**src/design/lkvc_pkg.sv**
```systemverilog
// ----------------------------------------------------------------------------
// lkvc_pkg: shared types and constants for the LRU key-value cache
// Holds the cell command codes, the controller states and the structs that
// run along the row of cache cells.
// ----------------------------------------------------------------------------
package lkvc_pkg;

  localparam int unsigned LKVC_ENTRIES = 16;
  localparam int unsigned LKVC_DATA_W  = 32;
  localparam int unsigned LKVC_CFG_W   = 5;

  localparam logic [LKVC_CFG_W-1:0] LKVC_CAP_RESET = 5'd16;

  localparam logic OP_GET = 1'b0;
  localparam logic OP_PUT = 1'b1;

  typedef enum logic [1:0] {
    CMD_IDLE,
    CMD_TOUCH,
    CMD_EVICT,
    CMD_PLACE
  } cmd_op_t;

  typedef enum logic [1:0] {
    S_IDLE,
    S_LOOK,
    S_UPD
  } state_t;

  // Command broadcast from the controller to every cell.
  typedef struct packed {
    cmd_op_t                cmd;
    logic                   wr_value;
    logic [LKVC_DATA_W-1:0] key;
    logic [LKVC_DATA_W-1:0] value;
  } bcast_t;

  // Lookup results gathered cell by cell along the row.
  typedef struct packed {
    logic                   hit;
    logic [LKVC_DATA_W-1:0] value;
    logic [LKVC_DATA_W-1:0] vkey;
  } look_t;

endpackage

```
**src/design/lkvc_cell.sv**
```systemverilog
// ----------------------------------------------------------------------------
// lkvc_cell: one entry of the LRU key-value cache
// Holds a key, a value, a valid bit and a recency rank. Compares the
// broadcast key, ORs its lookup results into the row, passes the free-slot
// token to its neighbor and applies the broadcast update command.
// ----------------------------------------------------------------------------
module lkvc_cell
  import lkvc_pkg::*;
#(
  parameter int unsigned RANK_W = 4
) (
  input  logic                   clk,
  input  logic                   rst_n,
  input  bcast_t                 bcast_i,
  input  logic [RANK_W-1:0]      hit_rank_i,
  input  logic [RANK_W-1:0]      victim_rank_i,
  input  look_t                  chain_i,
  input  logic [RANK_W-1:0]      rank_chain_i,
  input  logic                   free_i,
  output look_t                  chain_o,
  output logic [RANK_W-1:0]      rank_chain_o,
  output logic                   free_o
);

  logic                   valid_r, valid_nxt;
  logic [RANK_W-1:0]      rank_r, rank_nxt;
  logic [LKVC_DATA_W-1:0] key_r, key_nxt;
  logic [LKVC_DATA_W-1:0] value_r, value_nxt;
  logic                   match_r, victim_r;
  logic                   match, victim, take_free;

  assign match     = valid_r && (key_r == bcast_i.key);
  assign victim    = valid_r && (rank_r == victim_rank_i);
  assign take_free = !valid_r && !free_i;
  assign free_o    = free_i || !valid_r;

  assign chain_o.hit   = chain_i.hit | match;
  assign chain_o.value = chain_i.value | (match ? value_r : '0);
  assign chain_o.vkey  = chain_i.vkey | (victim ? key_r : '0);
  assign rank_chain_o  = rank_chain_i | (match ? rank_r : '0);

  always_comb begin
    valid_nxt = valid_r;
    rank_nxt  = rank_r;
    key_nxt   = key_r;
    value_nxt = value_r;
    case (bcast_i.cmd)
      CMD_TOUCH: begin
        if (match_r) begin
          rank_nxt = '0;
          if (bcast_i.wr_value) begin
            value_nxt = bcast_i.value;
          end
        end else if (valid_r && (rank_r < hit_rank_i)) begin
          rank_nxt = rank_r + 1'b1;
        end
      end
      CMD_EVICT: begin
        if (victim_r) begin
          key_nxt   = bcast_i.key;
          value_nxt = bcast_i.value;
          rank_nxt  = '0;
        end else if (valid_r) begin
          rank_nxt = rank_r + 1'b1;
        end
      end
      CMD_PLACE: begin
        if (take_free) begin
          valid_nxt = 1'b1;
          key_nxt   = bcast_i.key;
          value_nxt = bcast_i.value;
          rank_nxt  = '0;
        end else if (valid_r) begin
          rank_nxt = rank_r + 1'b1;
        end
      end
      default: begin
      end
    endcase
  end

  always_ff @(posedge clk) begin
    if (!rst_n) begin
      valid_r  <= 1'b0;
      rank_r   <= '0;
      match_r  <= 1'b0;
      victim_r <= 1'b0;
    end else begin
      valid_r  <= valid_nxt;
      rank_r   <= rank_nxt;
      match_r  <= match;
      victim_r <= victim;
    end
  end

  always_ff @(posedge clk) begin
    key_r   <= key_nxt;
    value_r <= value_nxt;
  end

endmodule

```
**src/design/lru_key_value_cache.sv**
```systemverilog
// ----------------------------------------------------------------------------
// lru_key_value_cache: fully associative key-value cache with LRU replacement
// A request accepted in S_IDLE or S_UPD runs a lookup pass across the cell row
// in S_LOOK, whose results are registered, then an update pass in S_UPD that
// loads the output register. The next request is taken during that update pass;
// a waiting result holds the update pass and the next request.
// Reset: all entries invalid, capacity 16, no result pending.
// ----------------------------------------------------------------------------
module lru_key_value_cache
  import lkvc_pkg::*;
#(
  parameter int unsigned ENTRIES = LKVC_ENTRIES
) (
  input  logic                    clk,
  input  logic                    rst_n,
  input  logic                    cfg_wr_en,
  input  logic [LKVC_CFG_W-1:0]   cfg_wr_data,   // capacity_in_use
  input  logic                    in_tvalid,
  output logic                    in_tready,
  input  logic [63:0]             in_tdata,      // [31:0] lookup_key, [63:32] write_value
  input  logic [0:0]              in_tuser,      // [0] opcode
  output logic                    out_tvalid,
  input  logic                    out_tready,
  output logic [63:0]             out_tdata,     // [31:0] read_value, [63:32] evicted_key
  output logic [1:0]              out_tuser      // [0] hit, [1] evicted
);

  localparam int unsigned RANK_W = (ENTRIES > 1) ? $clog2(ENTRIES) : 1;
  localparam int unsigned CNT_W  = $clog2(ENTRIES + 1);
  localparam int unsigned CMP_W  = (CNT_W > LKVC_CFG_W) ? CNT_W : LKVC_CFG_W;

  state_t                 state_r, state_nxt;
  logic [LKVC_CFG_W-1:0]  cap_r;
  logic [CNT_W-1:0]       count_r;
  logic                   req_op_r;
  logic [LKVC_DATA_W-1:0] req_key_r, req_value_r;
  logic                   hit_r;
  logic [RANK_W-1:0]      hit_rank_r;
  logic [LKVC_DATA_W-1:0] hit_value_r, vkey_r;
  logic                   out_valid_r, out_hit_r, out_ev_r;
  logic [LKVC_DATA_W-1:0] out_rd_r, out_evk_r;

  logic                   out_free, upd_go, accept, full;
  logic [CMP_W-1:0]       cap_ext, cap_eff;
  logic [RANK_W-1:0]      victim_rank;
  bcast_t                 bcast;

  look_t                  chain      [0:ENTRIES];
  logic [RANK_W-1:0]      rank_chain [0:ENTRIES];
  logic [ENTRIES:0]       free_chain;

  assign out_free = !out_valid_r || out_tready;
  assign accept   = in_tvalid && in_tready;

  // Capacity zero acts as one; above the store size it acts as the size.
  assign cap_ext = CMP_W'(cap_r);
  assign cap_eff = (cap_ext == '0) ? CMP_W'(1) :
                   ((cap_ext > CMP_W'(ENTRIES)) ? CMP_W'(ENTRIES) : cap_ext);
  assign full    = CMP_W'(count_r) >= cap_eff;

  // Valid ranks form 0..count-1, so the least recent entry has rank count-1.
  assign victim_rank = RANK_W'(count_r - 1'b1);

  always_comb begin
    state_nxt      = state_r;
    upd_go         = 1'b0;
    in_tready      = 1'b0;
    bcast.cmd      = CMD_IDLE;
    bcast.wr_value = 1'b0;
    bcast.key      = req_key_r;
    bcast.value    = req_value_r;
    unique case (state_r)
      S_IDLE: begin
        in_tready = 1'b1;
        if (in_tvalid) begin
          state_nxt = S_LOOK;
        end
      end
      S_LOOK: begin
        state_nxt = S_UPD;
      end
      S_UPD: begin
        if (out_free) begin
          upd_go    = 1'b1;
          in_tready = 1'b1;
          state_nxt = in_tvalid ? S_LOOK : S_IDLE;
          if (hit_r) begin
            bcast.cmd      = CMD_TOUCH;
            bcast.wr_value = (req_op_r == OP_PUT);
          end else if (req_op_r == OP_PUT) begin
            bcast.cmd = full ? CMD_EVICT : CMD_PLACE;
          end
        end
      end
      default: begin
        state_nxt = S_IDLE;
      end
    endcase
  end

  always_ff @(posedge clk) begin
    if (!rst_n) begin
      state_r <= S_IDLE;
    end else begin
      state_r <= state_nxt;
    end
  end

  assign chain[0]      = '0;
  assign rank_chain[0] = '0;
  assign free_chain[0] = 1'b0;

  for (genvar i = 0; i < ENTRIES; i++) begin : g_cell
    lkvc_cell #(
      .RANK_W (RANK_W)
    ) u_cell (
      .clk           (clk),
      .rst_n         (rst_n),
      .bcast_i       (bcast),
      .hit_rank_i    (hit_rank_r),
      .victim_rank_i (victim_rank),
      .chain_i       (chain[i]),
      .rank_chain_i  (rank_chain[i]),
      .free_i        (free_chain[i]),
      .chain_o       (chain[i+1]),
      .rank_chain_o  (rank_chain[i+1]),
      .free_o        (free_chain[i+1])
    );
  end

  always_ff @(posedge clk) begin
    if (!rst_n) begin
      cap_r       <= LKVC_CAP_RESET;
      count_r     <= '0;
      out_valid_r <= 1'b0;
    end else begin
      if (cfg_wr_en) begin
        cap_r <= cfg_wr_data;
      end
      if (upd_go && (bcast.cmd == CMD_PLACE)) begin
        count_r <= count_r + 1'b1;
      end
      if (upd_go) begin
        out_valid_r <= 1'b1;
      end else if (out_tready) begin
        out_valid_r <= 1'b0;
      end
    end
  end

  always_ff @(posedge clk) begin
    if (accept) begin
      req_op_r    <= in_tuser[0];
      req_key_r   <= in_tdata[31:0];
      req_value_r <= in_tdata[63:32];
    end
    if (state_r == S_LOOK) begin
      hit_r       <= chain[ENTRIES].hit;
      hit_value_r <= chain[ENTRIES].value;
      vkey_r      <= chain[ENTRIES].vkey;
      hit_rank_r  <= rank_chain[ENTRIES];
    end
    if (upd_go) begin
      out_hit_r <= hit_r;
      out_ev_r  <= (bcast.cmd == CMD_EVICT);
      out_evk_r <= (bcast.cmd == CMD_EVICT) ? vkey_r : '0;
      if (req_op_r == OP_GET) begin
        out_rd_r <= hit_r ? hit_value_r : '1;
      end else begin
        out_rd_r <= '0;
      end
    end
  end

  assign out_tvalid = out_valid_r;
  assign out_tdata  = {out_evk_r, out_rd_r};
  assign out_tuser  = {out_ev_r, out_hit_r};

`ifndef ASSERT_OFF
  a_count_bound: assert property (@(posedge clk) disable iff (!rst_n)
    count_r <= CNT_W'(ENTRIES))
    else $error("entry count exceeds the store size");

  a_full_no_free: assert property (@(posedge clk) disable iff (!rst_n)
    (count_r == CNT_W'(ENTRIES)) == !free_chain[ENTRIES])
    else $error("entry count disagrees with the free slot chain");

  a_place_has_free: assert property (@(posedge clk) disable iff (!rst_n)
    (upd_go && (bcast.cmd == CMD_PLACE)) |-> free_chain[ENTRIES])
    else $error("new entry placed with no free slot");

  a_result_follows: assert property (@(posedge clk) disable iff (!rst_n)
    upd_go |=> out_valid_r)
    else $error("update pass gave no result");
`endif

endmodule
```
**config.mk**
```make
export PLATFORM = sky130hd
export DESIGN_NAME = lru_key_value_cache
export DESIGN_NICKNAME = d
export VERILOG_FILES = /design/src/design/lkvc_pkg.sv /design/src/design/lkvc_cell.sv /design/src/design/lru_key_value_cache.sv
export SDC_FILE = /design/constraint.sdc
export NUM_CORES = 2
export LEC_CHECK = 0
export BUFFER_PORTS_ARGS = -buffer_cell sky130_fd_sc_hd__buf_2
export CELL_PAD_IN_SITES_DETAIL_PLACEMENT = 0
export CELL_PAD_IN_SITES_GLOBAL_PLACEMENT = 1
export CORE_ASPECT_RATIO = 2
export CORE_MARGIN = 5
export CORE_UTILIZATION = 50
export CTS_BUF_LIST = sky130_fd_sc_hd__clkbuf_4
export DETAILED_ROUTE_END_ITERATION = 8
export MAX_ROUTING_LAYER = met4
export PLACE_DENSITY_LB_ADDON = 0.08
export SLEW_MARGIN = 30
export SYNTH_ARGS = -nofsm -noshare
export SYNTH_HDL_FRONTEND = slang
export SYNTH_SLANG_ARGS = --single-unit
```
**constraint.sdc**
```tcl
create_clock -name clk -period 14.5 [get_ports clk]
set_input_delay 0.725 -clock clk [delete_from_list [all_inputs] [get_ports clk]]
set_output_delay 0.725 -clock clk [all_outputs]
set_load 0.05 [all_outputs]
```
* Yosys cells after proc, flatten, opt, wreduce, memory -nomap -nowiden
Index checks and enable logic that the tools add are counted.
** Operators by class
- Add/subtract/negate cells :: 18
- Magnitude comparators :: 18
- Equal/unequal tests :: 105
- Multiplexer cells :: 275
- Bitwise logic cells :: 60
- Reduce and logical (&&, ||, !) cells :: 180
** Operator list (number)
- 32-bit two-way mux :: 114
- 32-bit case mux with 3 select lines :: 16
- 32-bit case mux with 2 select lines :: 16
- 32-bit OR :: 30
- 32-bit equality test :: 16
- 4-bit two-way mux :: 96
- 4-bit case mux with 3 select lines :: 16
- 2-bit by 1-bit inequality test with 1-bit output (second input constant) :: 47
- 5-bit AND reduction :: 16
- 1-bit logical AND :: 65
- 4-bit by 1-bit adder with 4-bit output (second input constant) :: 16
- 4-bit equality test :: 16
- 4-bit < comparator :: 16
- 2-bit AND reduction :: 31
- 4-bit OR :: 15
- 3-bit by 1-bit inequality test with 1-bit output (second input constant) :: 17
- 3-bit AND reduction :: 17
- 1-bit logical NOT :: 31
- 1-bit logical OR :: 15
- 1-bit OR :: 15
- 5-bit two-way mux :: 2
- 2-bit two-way mux :: 4
- 2-bit inequality test (second input constant) :: 4
- 1-bit two-way mux :: 7
- 13 further kinds :: 18
** Word-level totals
- Register bits :: 1349
- Input port bits :: 75
- Output and inout port bits :: 68
- Word-level logic and storage cells :: 767

* Longest topological paths before layout
- Depth after elaboration :: 19
- Gate-level depth with buffers :: 14
- Mapped depth without buffers :: 11

* Cells and area by module
A second synthesis with hierarchy kept.
** Unflattened totals
- Cell total of the unflattened synthesis :: 4381
- Area, all modules :: 61347.6 um^2
** Modules (own cells, without submodules)
- lkvc_cell at g_cell[0].u_cell ... :: times used 11, cells each 250, area each 3373.2 um^2, seq. area each 2062.0 um^2
- lkvc_cell at g_cell[5].u_cell ... :: times used 5, cells each 244, area each 3343.2 um^2, seq. area each 2062.0 um^2
- lru_key_value_cache :: times used 1, cells each 411, area each 7526.0 um^2, seq. area each 6266.0 um^2

* Least setup slack after synthesis
No wires, ideal clock.
- Path type :: input port to flip-flop
- Start point :: input port out_tready
- End point :: register g_cell[3].u_cell.value_r[0], enable pin
- Setup time :: 0.470 ns
- Data arrival time :: 6.976 ns
- Setup slack :: 7.054 ns
- Stages :: 5
- Cell sequence :: nor2b_1 > nor2_1 > nand2_1 > clkbuf_1 > a211oi_1
** Between the ends
- Word-level cells in the longest chain between the ends :: 6
- Elaborated cells on any way between the ends :: 12
- Classes of those cells :: eq/ne (7); mux (2); reduce/logical (3)
** Ends and longest elaborated chain
- start: declaration :: RTL line lru_key_value_cache.sv:23 : input logic out_tready,
- 1-bit logical OR (*) :: RTL line lru_key_value_cache.sv:52 : assign out_free = !out_valid_r || out_tready;
- 3-bit two-way mux (*) :: RTL line lru_key_value_cache.sv:83 : if (out_free) begin
- 3-bit two-way mux (*) :: RTL line lru_key_value_cache.sv:72 : unique case (state_r)
- 2-bit by 1-bit equality test with 1-bit output / 2-bit equality test (equally long branches) :: RTL line lkvc_cell.sv:47 : case (bcast_i.cmd)
- 2-bit by 1-bit inequality test with 1-bit output (no source line), or another cell as far along
- 5-bit AND reduction (no source line) (*)
- end signal: assignment :: RTL line lkvc_cell.sv:98 : value_r <= value_nxt;
- end: declaration :: RTL line lkvc_cell.sv:28 : logic [LKVC_DATA_W-1:0] value_r, value_nxt;
Every way passes the cells marked *; elsewhere a longest branch is shown, timed or not.
A chain may end at the register's enable or synchronous reset.

* Final worst setup path
- Start point :: register req_key_r[25]
- End point :: register hit_rank_r[3], data pin
** Between the ends
- Word-level cells in the longest chain between the ends :: 18
- Elaborated cells on any way between the ends :: 63
- Classes of those cells :: eq/ne (16); mux (16); bitwise (15); reduce/logical (16)
** Ends and longest elaborated chain
- start: declaration :: RTL line lru_key_value_cache.sv:36 : logic [LKVC_DATA_W-1:0] req_key_r, req_value_r;
- start signal: assignment :: RTL line lru_key_value_cache.sv:154 : req_key_r <= in_tdata[31:0];
- 32-bit equality test :: RTL line lkvc_cell.sv:32 : assign match = valid_r && (key_r == bcast_i.key);
- 1-bit logical AND :: RTL line lkvc_cell.sv:32
- 4-bit two-way mux :: RTL line lkvc_cell.sv:40 : assign rank_chain_o = rank_chain_i | (match ? rank_r : '0);
- 4-bit OR (14 in series) :: RTL line lkvc_cell.sv:40
- 4-bit OR (*) :: RTL line lkvc_cell.sv:40
- net g_cell[15].u_cell.rank_chain_o[3] :: RTL line lkvc_cell.sv:21 : output logic [RANK_W-1:0] rank_chain_o,
- end signal: assignment :: RTL line lru_key_value_cache.sv:161 : hit_rank_r <= rank_chain[ENTRIES];
- end: declaration :: RTL line lru_key_value_cache.sv:38 : logic [RANK_W-1:0] hit_rank_r;
The timed path passes the listed nets; every way through them passes the cells marked *.

==> metrics.txt <==
CP Launch Type flip-flop; commonest cells in the netlist edfxtp_1 (1224), xor2_1 (550), a22o_1 (273); Cells after Synth 3828; CTS-repair resized insts 0; worst-skew pair later-pin latency 1.30 ns; Fin Hold WS 0.153 ns; register bit total from synthesis 1349; Worst setup EP type flip-flop; Worst R2R End hit_rank_r[3]$_DFFE_PN_; crit path max fanout 38; final wirelength 238000 um; global-route wire length before repair 325000 um; core area 114000 sq um; synth unique cells 73; Root Driver clkbuf_4; Worst Hold Class input port to flip-flop; Synth top area share 64.2%; Post-DP HPWL 160000 um; post-synthesis compound-gate area fraction 11.9%; wire per inst 39.6 um; post-synthesis mux area share 0.142%; multi-input logic area 17500 sq um; via count 39.9k; GP Congestion 1.07; # setup viols final 0; Async SR Flop Fraction 0%; vias in the first global route 40.4k; nets 4421; Synth Cell Area 57300 sq um; Reg-to-Reg Start req_key_r[25]$_DFFE_PP_; Port Buffers 142; xor and xnor area share after synthesis 8.99%; largest family of logic cells by synthesized area compound AO/OA/AOI/OAI gates; # Post-CTS Setup Buffers 0; Clock Skews 0.130 ns; row cnt 175; ranking of synthesized cells by area edfxtp_1 (64%), xor2_1 (8.4%), dfxtp_1 (4.4%), a22o_1 (4.2%), a221oi_1 (4.1%); die height 489 um; CTS Sinks 1349; Syn Nets 3974; Routed Antenna Nets 0; number of flops mapped to enable cells by yosys 1224; CP Class flip-flop to flip-flop; DR vias/cell 6.63; Clock Path Buffers 4; FMAX 211 MHz; Area growth syn-to-layout 13.9%; post-route insts no fill 6007; CTS buffer count 320; Fillers 9290; cell depth of the worst flop-to-flop path 9; status complete, no violations; initial DRC count 4863; post-synthesis simple-gate area fraction 6.73%; Ys Warns 0; CP startpoint req_key_r[25]$_DFFE_PP_; top-count cell post-synth edfxtp_1; Yosys top cell by area edfxtp_1; max_cap viols 0; peak supply drop 82.7 uV; setup slack, reg-to-reg 9.76 ns; clk slew on worst S/H paths 0.07 ns; CP Data Arrival Time 5.81 ns; Synth Area in Adders 1.55%; post-synthesis sequential area ratio 68.5%; DRT Pass-1 Iters 7; Register Area 39300 sq um; Avg Cell Area, Syn 15.0 sq um; Starting Density 50.3%; CP endpoint hit_rank_r[3]$_DFFE_PN_; Final min period 4.74 ns; Slew Viols, Final 0; P_leak 0.0227 uW; Power Dens Cells 119 nW/um^2; maximum number of pins on one net before global-route repair 51; GRT Total Usage 39.7%; relative slew slack 17.9%; Placed Cells 5376; Required @ worst endpoint 15.58 ns; die width 249 um; Final period util 32.7%; worst slew pin tran 1.22 ns; CTS H-Tree Depth 5; die area 122000 sq um; Remaining DRCs 0; initial antenna violation count 9; I/O pins 143; layout cells sized above 1 20.0%; total gr overflow 0; RSZ-0062 raised after global routing no; final setup TNS 0 ns; final hold violation count 0; CTS tree built; main flop type after synthesis edfxtp_1
-- registers in the layout, summed over array words and instances (netlist names), 32 cells and up --
| name | cells |
|---|---|
| g_cell.u_cell.rank_r | 64 |
| out_rd_r | 32 |
| req_value_r | 32 |
| hit_value_r | 32 |
| g_cell.u_cell.value_r | 512 |
| req_key_r | 32 |
| g_cell.u_cell.key_r | 512 |
| vkey_r | 32 |
| out_evk_r | 32 |
-- critical path: stages, from the launching register on --
cell,delay (ns)
edfxtp_1,0.32
buf_4,0.42
xor2_1,0.39
nor4_1,1.11
nand4_1,0.50
nor3_2,0.35
buf_4,0.62
a22o_1,0.51
a221oi_1,0.10
nand4_1,0.16
-- report_power, final --
part	internal, uW	switching (uW)	total [uW]
clock	1470	1540	3000
sequential	4290	42.5	4330
combinational	95.9	301	397
-- cell families after synthesis --
group | Yosys count
flops | 1349
compound gates | 846
simple gates | 698
xor+xnor | 585
buf+inv | 271
fa+ha+maj | 71
mux | 8
-- through the flow --
step / instance area, sq um / power (uW) / setup slack [ns] / utilization, %
CTS: 65100 / 7760 / 10.03 / 57.2
finish: 65200 / 7730 / 9.76 / 57.3
detailed placement: 60500 / 4780 / 10.13 / 53.1
floorplan: 57300 / 4580 / 7.05 / -
global route: 65200 / 7980 / 9.89 / 57.3
global placement: 60400 / 4770 / 10.16 / 53.0
-- cell usage in the layout (no fill, tap or decap), types with 29 or more instances in the layout --
cell type,netlist,final
clkinv_1,1,63
a22o_1,273,273
buf_2,136,143
xor2_1,550,532
nand3_1,79,79
nand4_1,93,93
dfxtp_1,125,125
a221oi_1,271,270
and3_1,41,41
edfxtp_1,1224,1224
o21ai_0,33,33
clkbuf_4,0,451
nand2b_1,29,29
buf_4,6,146
a21oi_1,80,79
xnor2_1,33,33
nor3_1,62,36
nand2_1,61,61
o21a_1,43,42
ha_1,71,71
dlygate4sd3_1,0,80
nor2_1,115,97
nor4_1,137,120
-- how the worst min path moves through the flow --
stage                     slack (ns)               startpoint                      end  cells after the start
after CTS                       0.07             in_tdata[24]  req_key_r[24]$_DFFE_PP_                      2
after global placement          0.47  cap_ext[0]$_SDFFE_PN0P_  cap_ext[0]$_SDFFE_PN0P_                      2
after global routing            0.06              in_tdata[3]   req_key_r[3]$_DFFE_PP_                      2
after floorplan                 0.42          hit_r$_DFFE_PN_      out_hit_r$_DFFE_PP_                      0
after detailed placement        0.49  cap_ext[0]$_SDFFE_PN0P_  cap_ext[0]$_SDFFE_PN0P_                      2
final                           0.15             in_tdata[26]  req_key_r[26]$_DFFE_PP_                      2
-- final cells by class --
| type | count | area share [%] |
|---|---|---|
| flip-flops and latches | 1349 | 60.2 |
| multi-input cells | 2208 | 26.9 |
| clock buffers | 451 | 5.19 |
| repair buffers | 370 | 4.04 |
| well taps | 1504 | 2.88 |
| clock inverters | 87 | 0.618 |
| inverters | 26 | 0.150 |
| diodes | 12 | 0.0460 |
-- metal layers --
metal	global-route usage (%)	wire length (um)	part of all wire, %	up-vias
met5	-	0	0	-
met4	38.3	30300	13	0
met3	8.63	17500	7.3	890
met2	65.5	119000	50	2629
met1	37.8	71100	30	20000
li1	-	-	-	16300
-- timing repair --
item,CTS,global route
endpoints found under the hold margin,85,0
hold buffers,80,0
setup endpoints to repair,0,0
No activity file was read; power rests on OpenSTA's default activity.
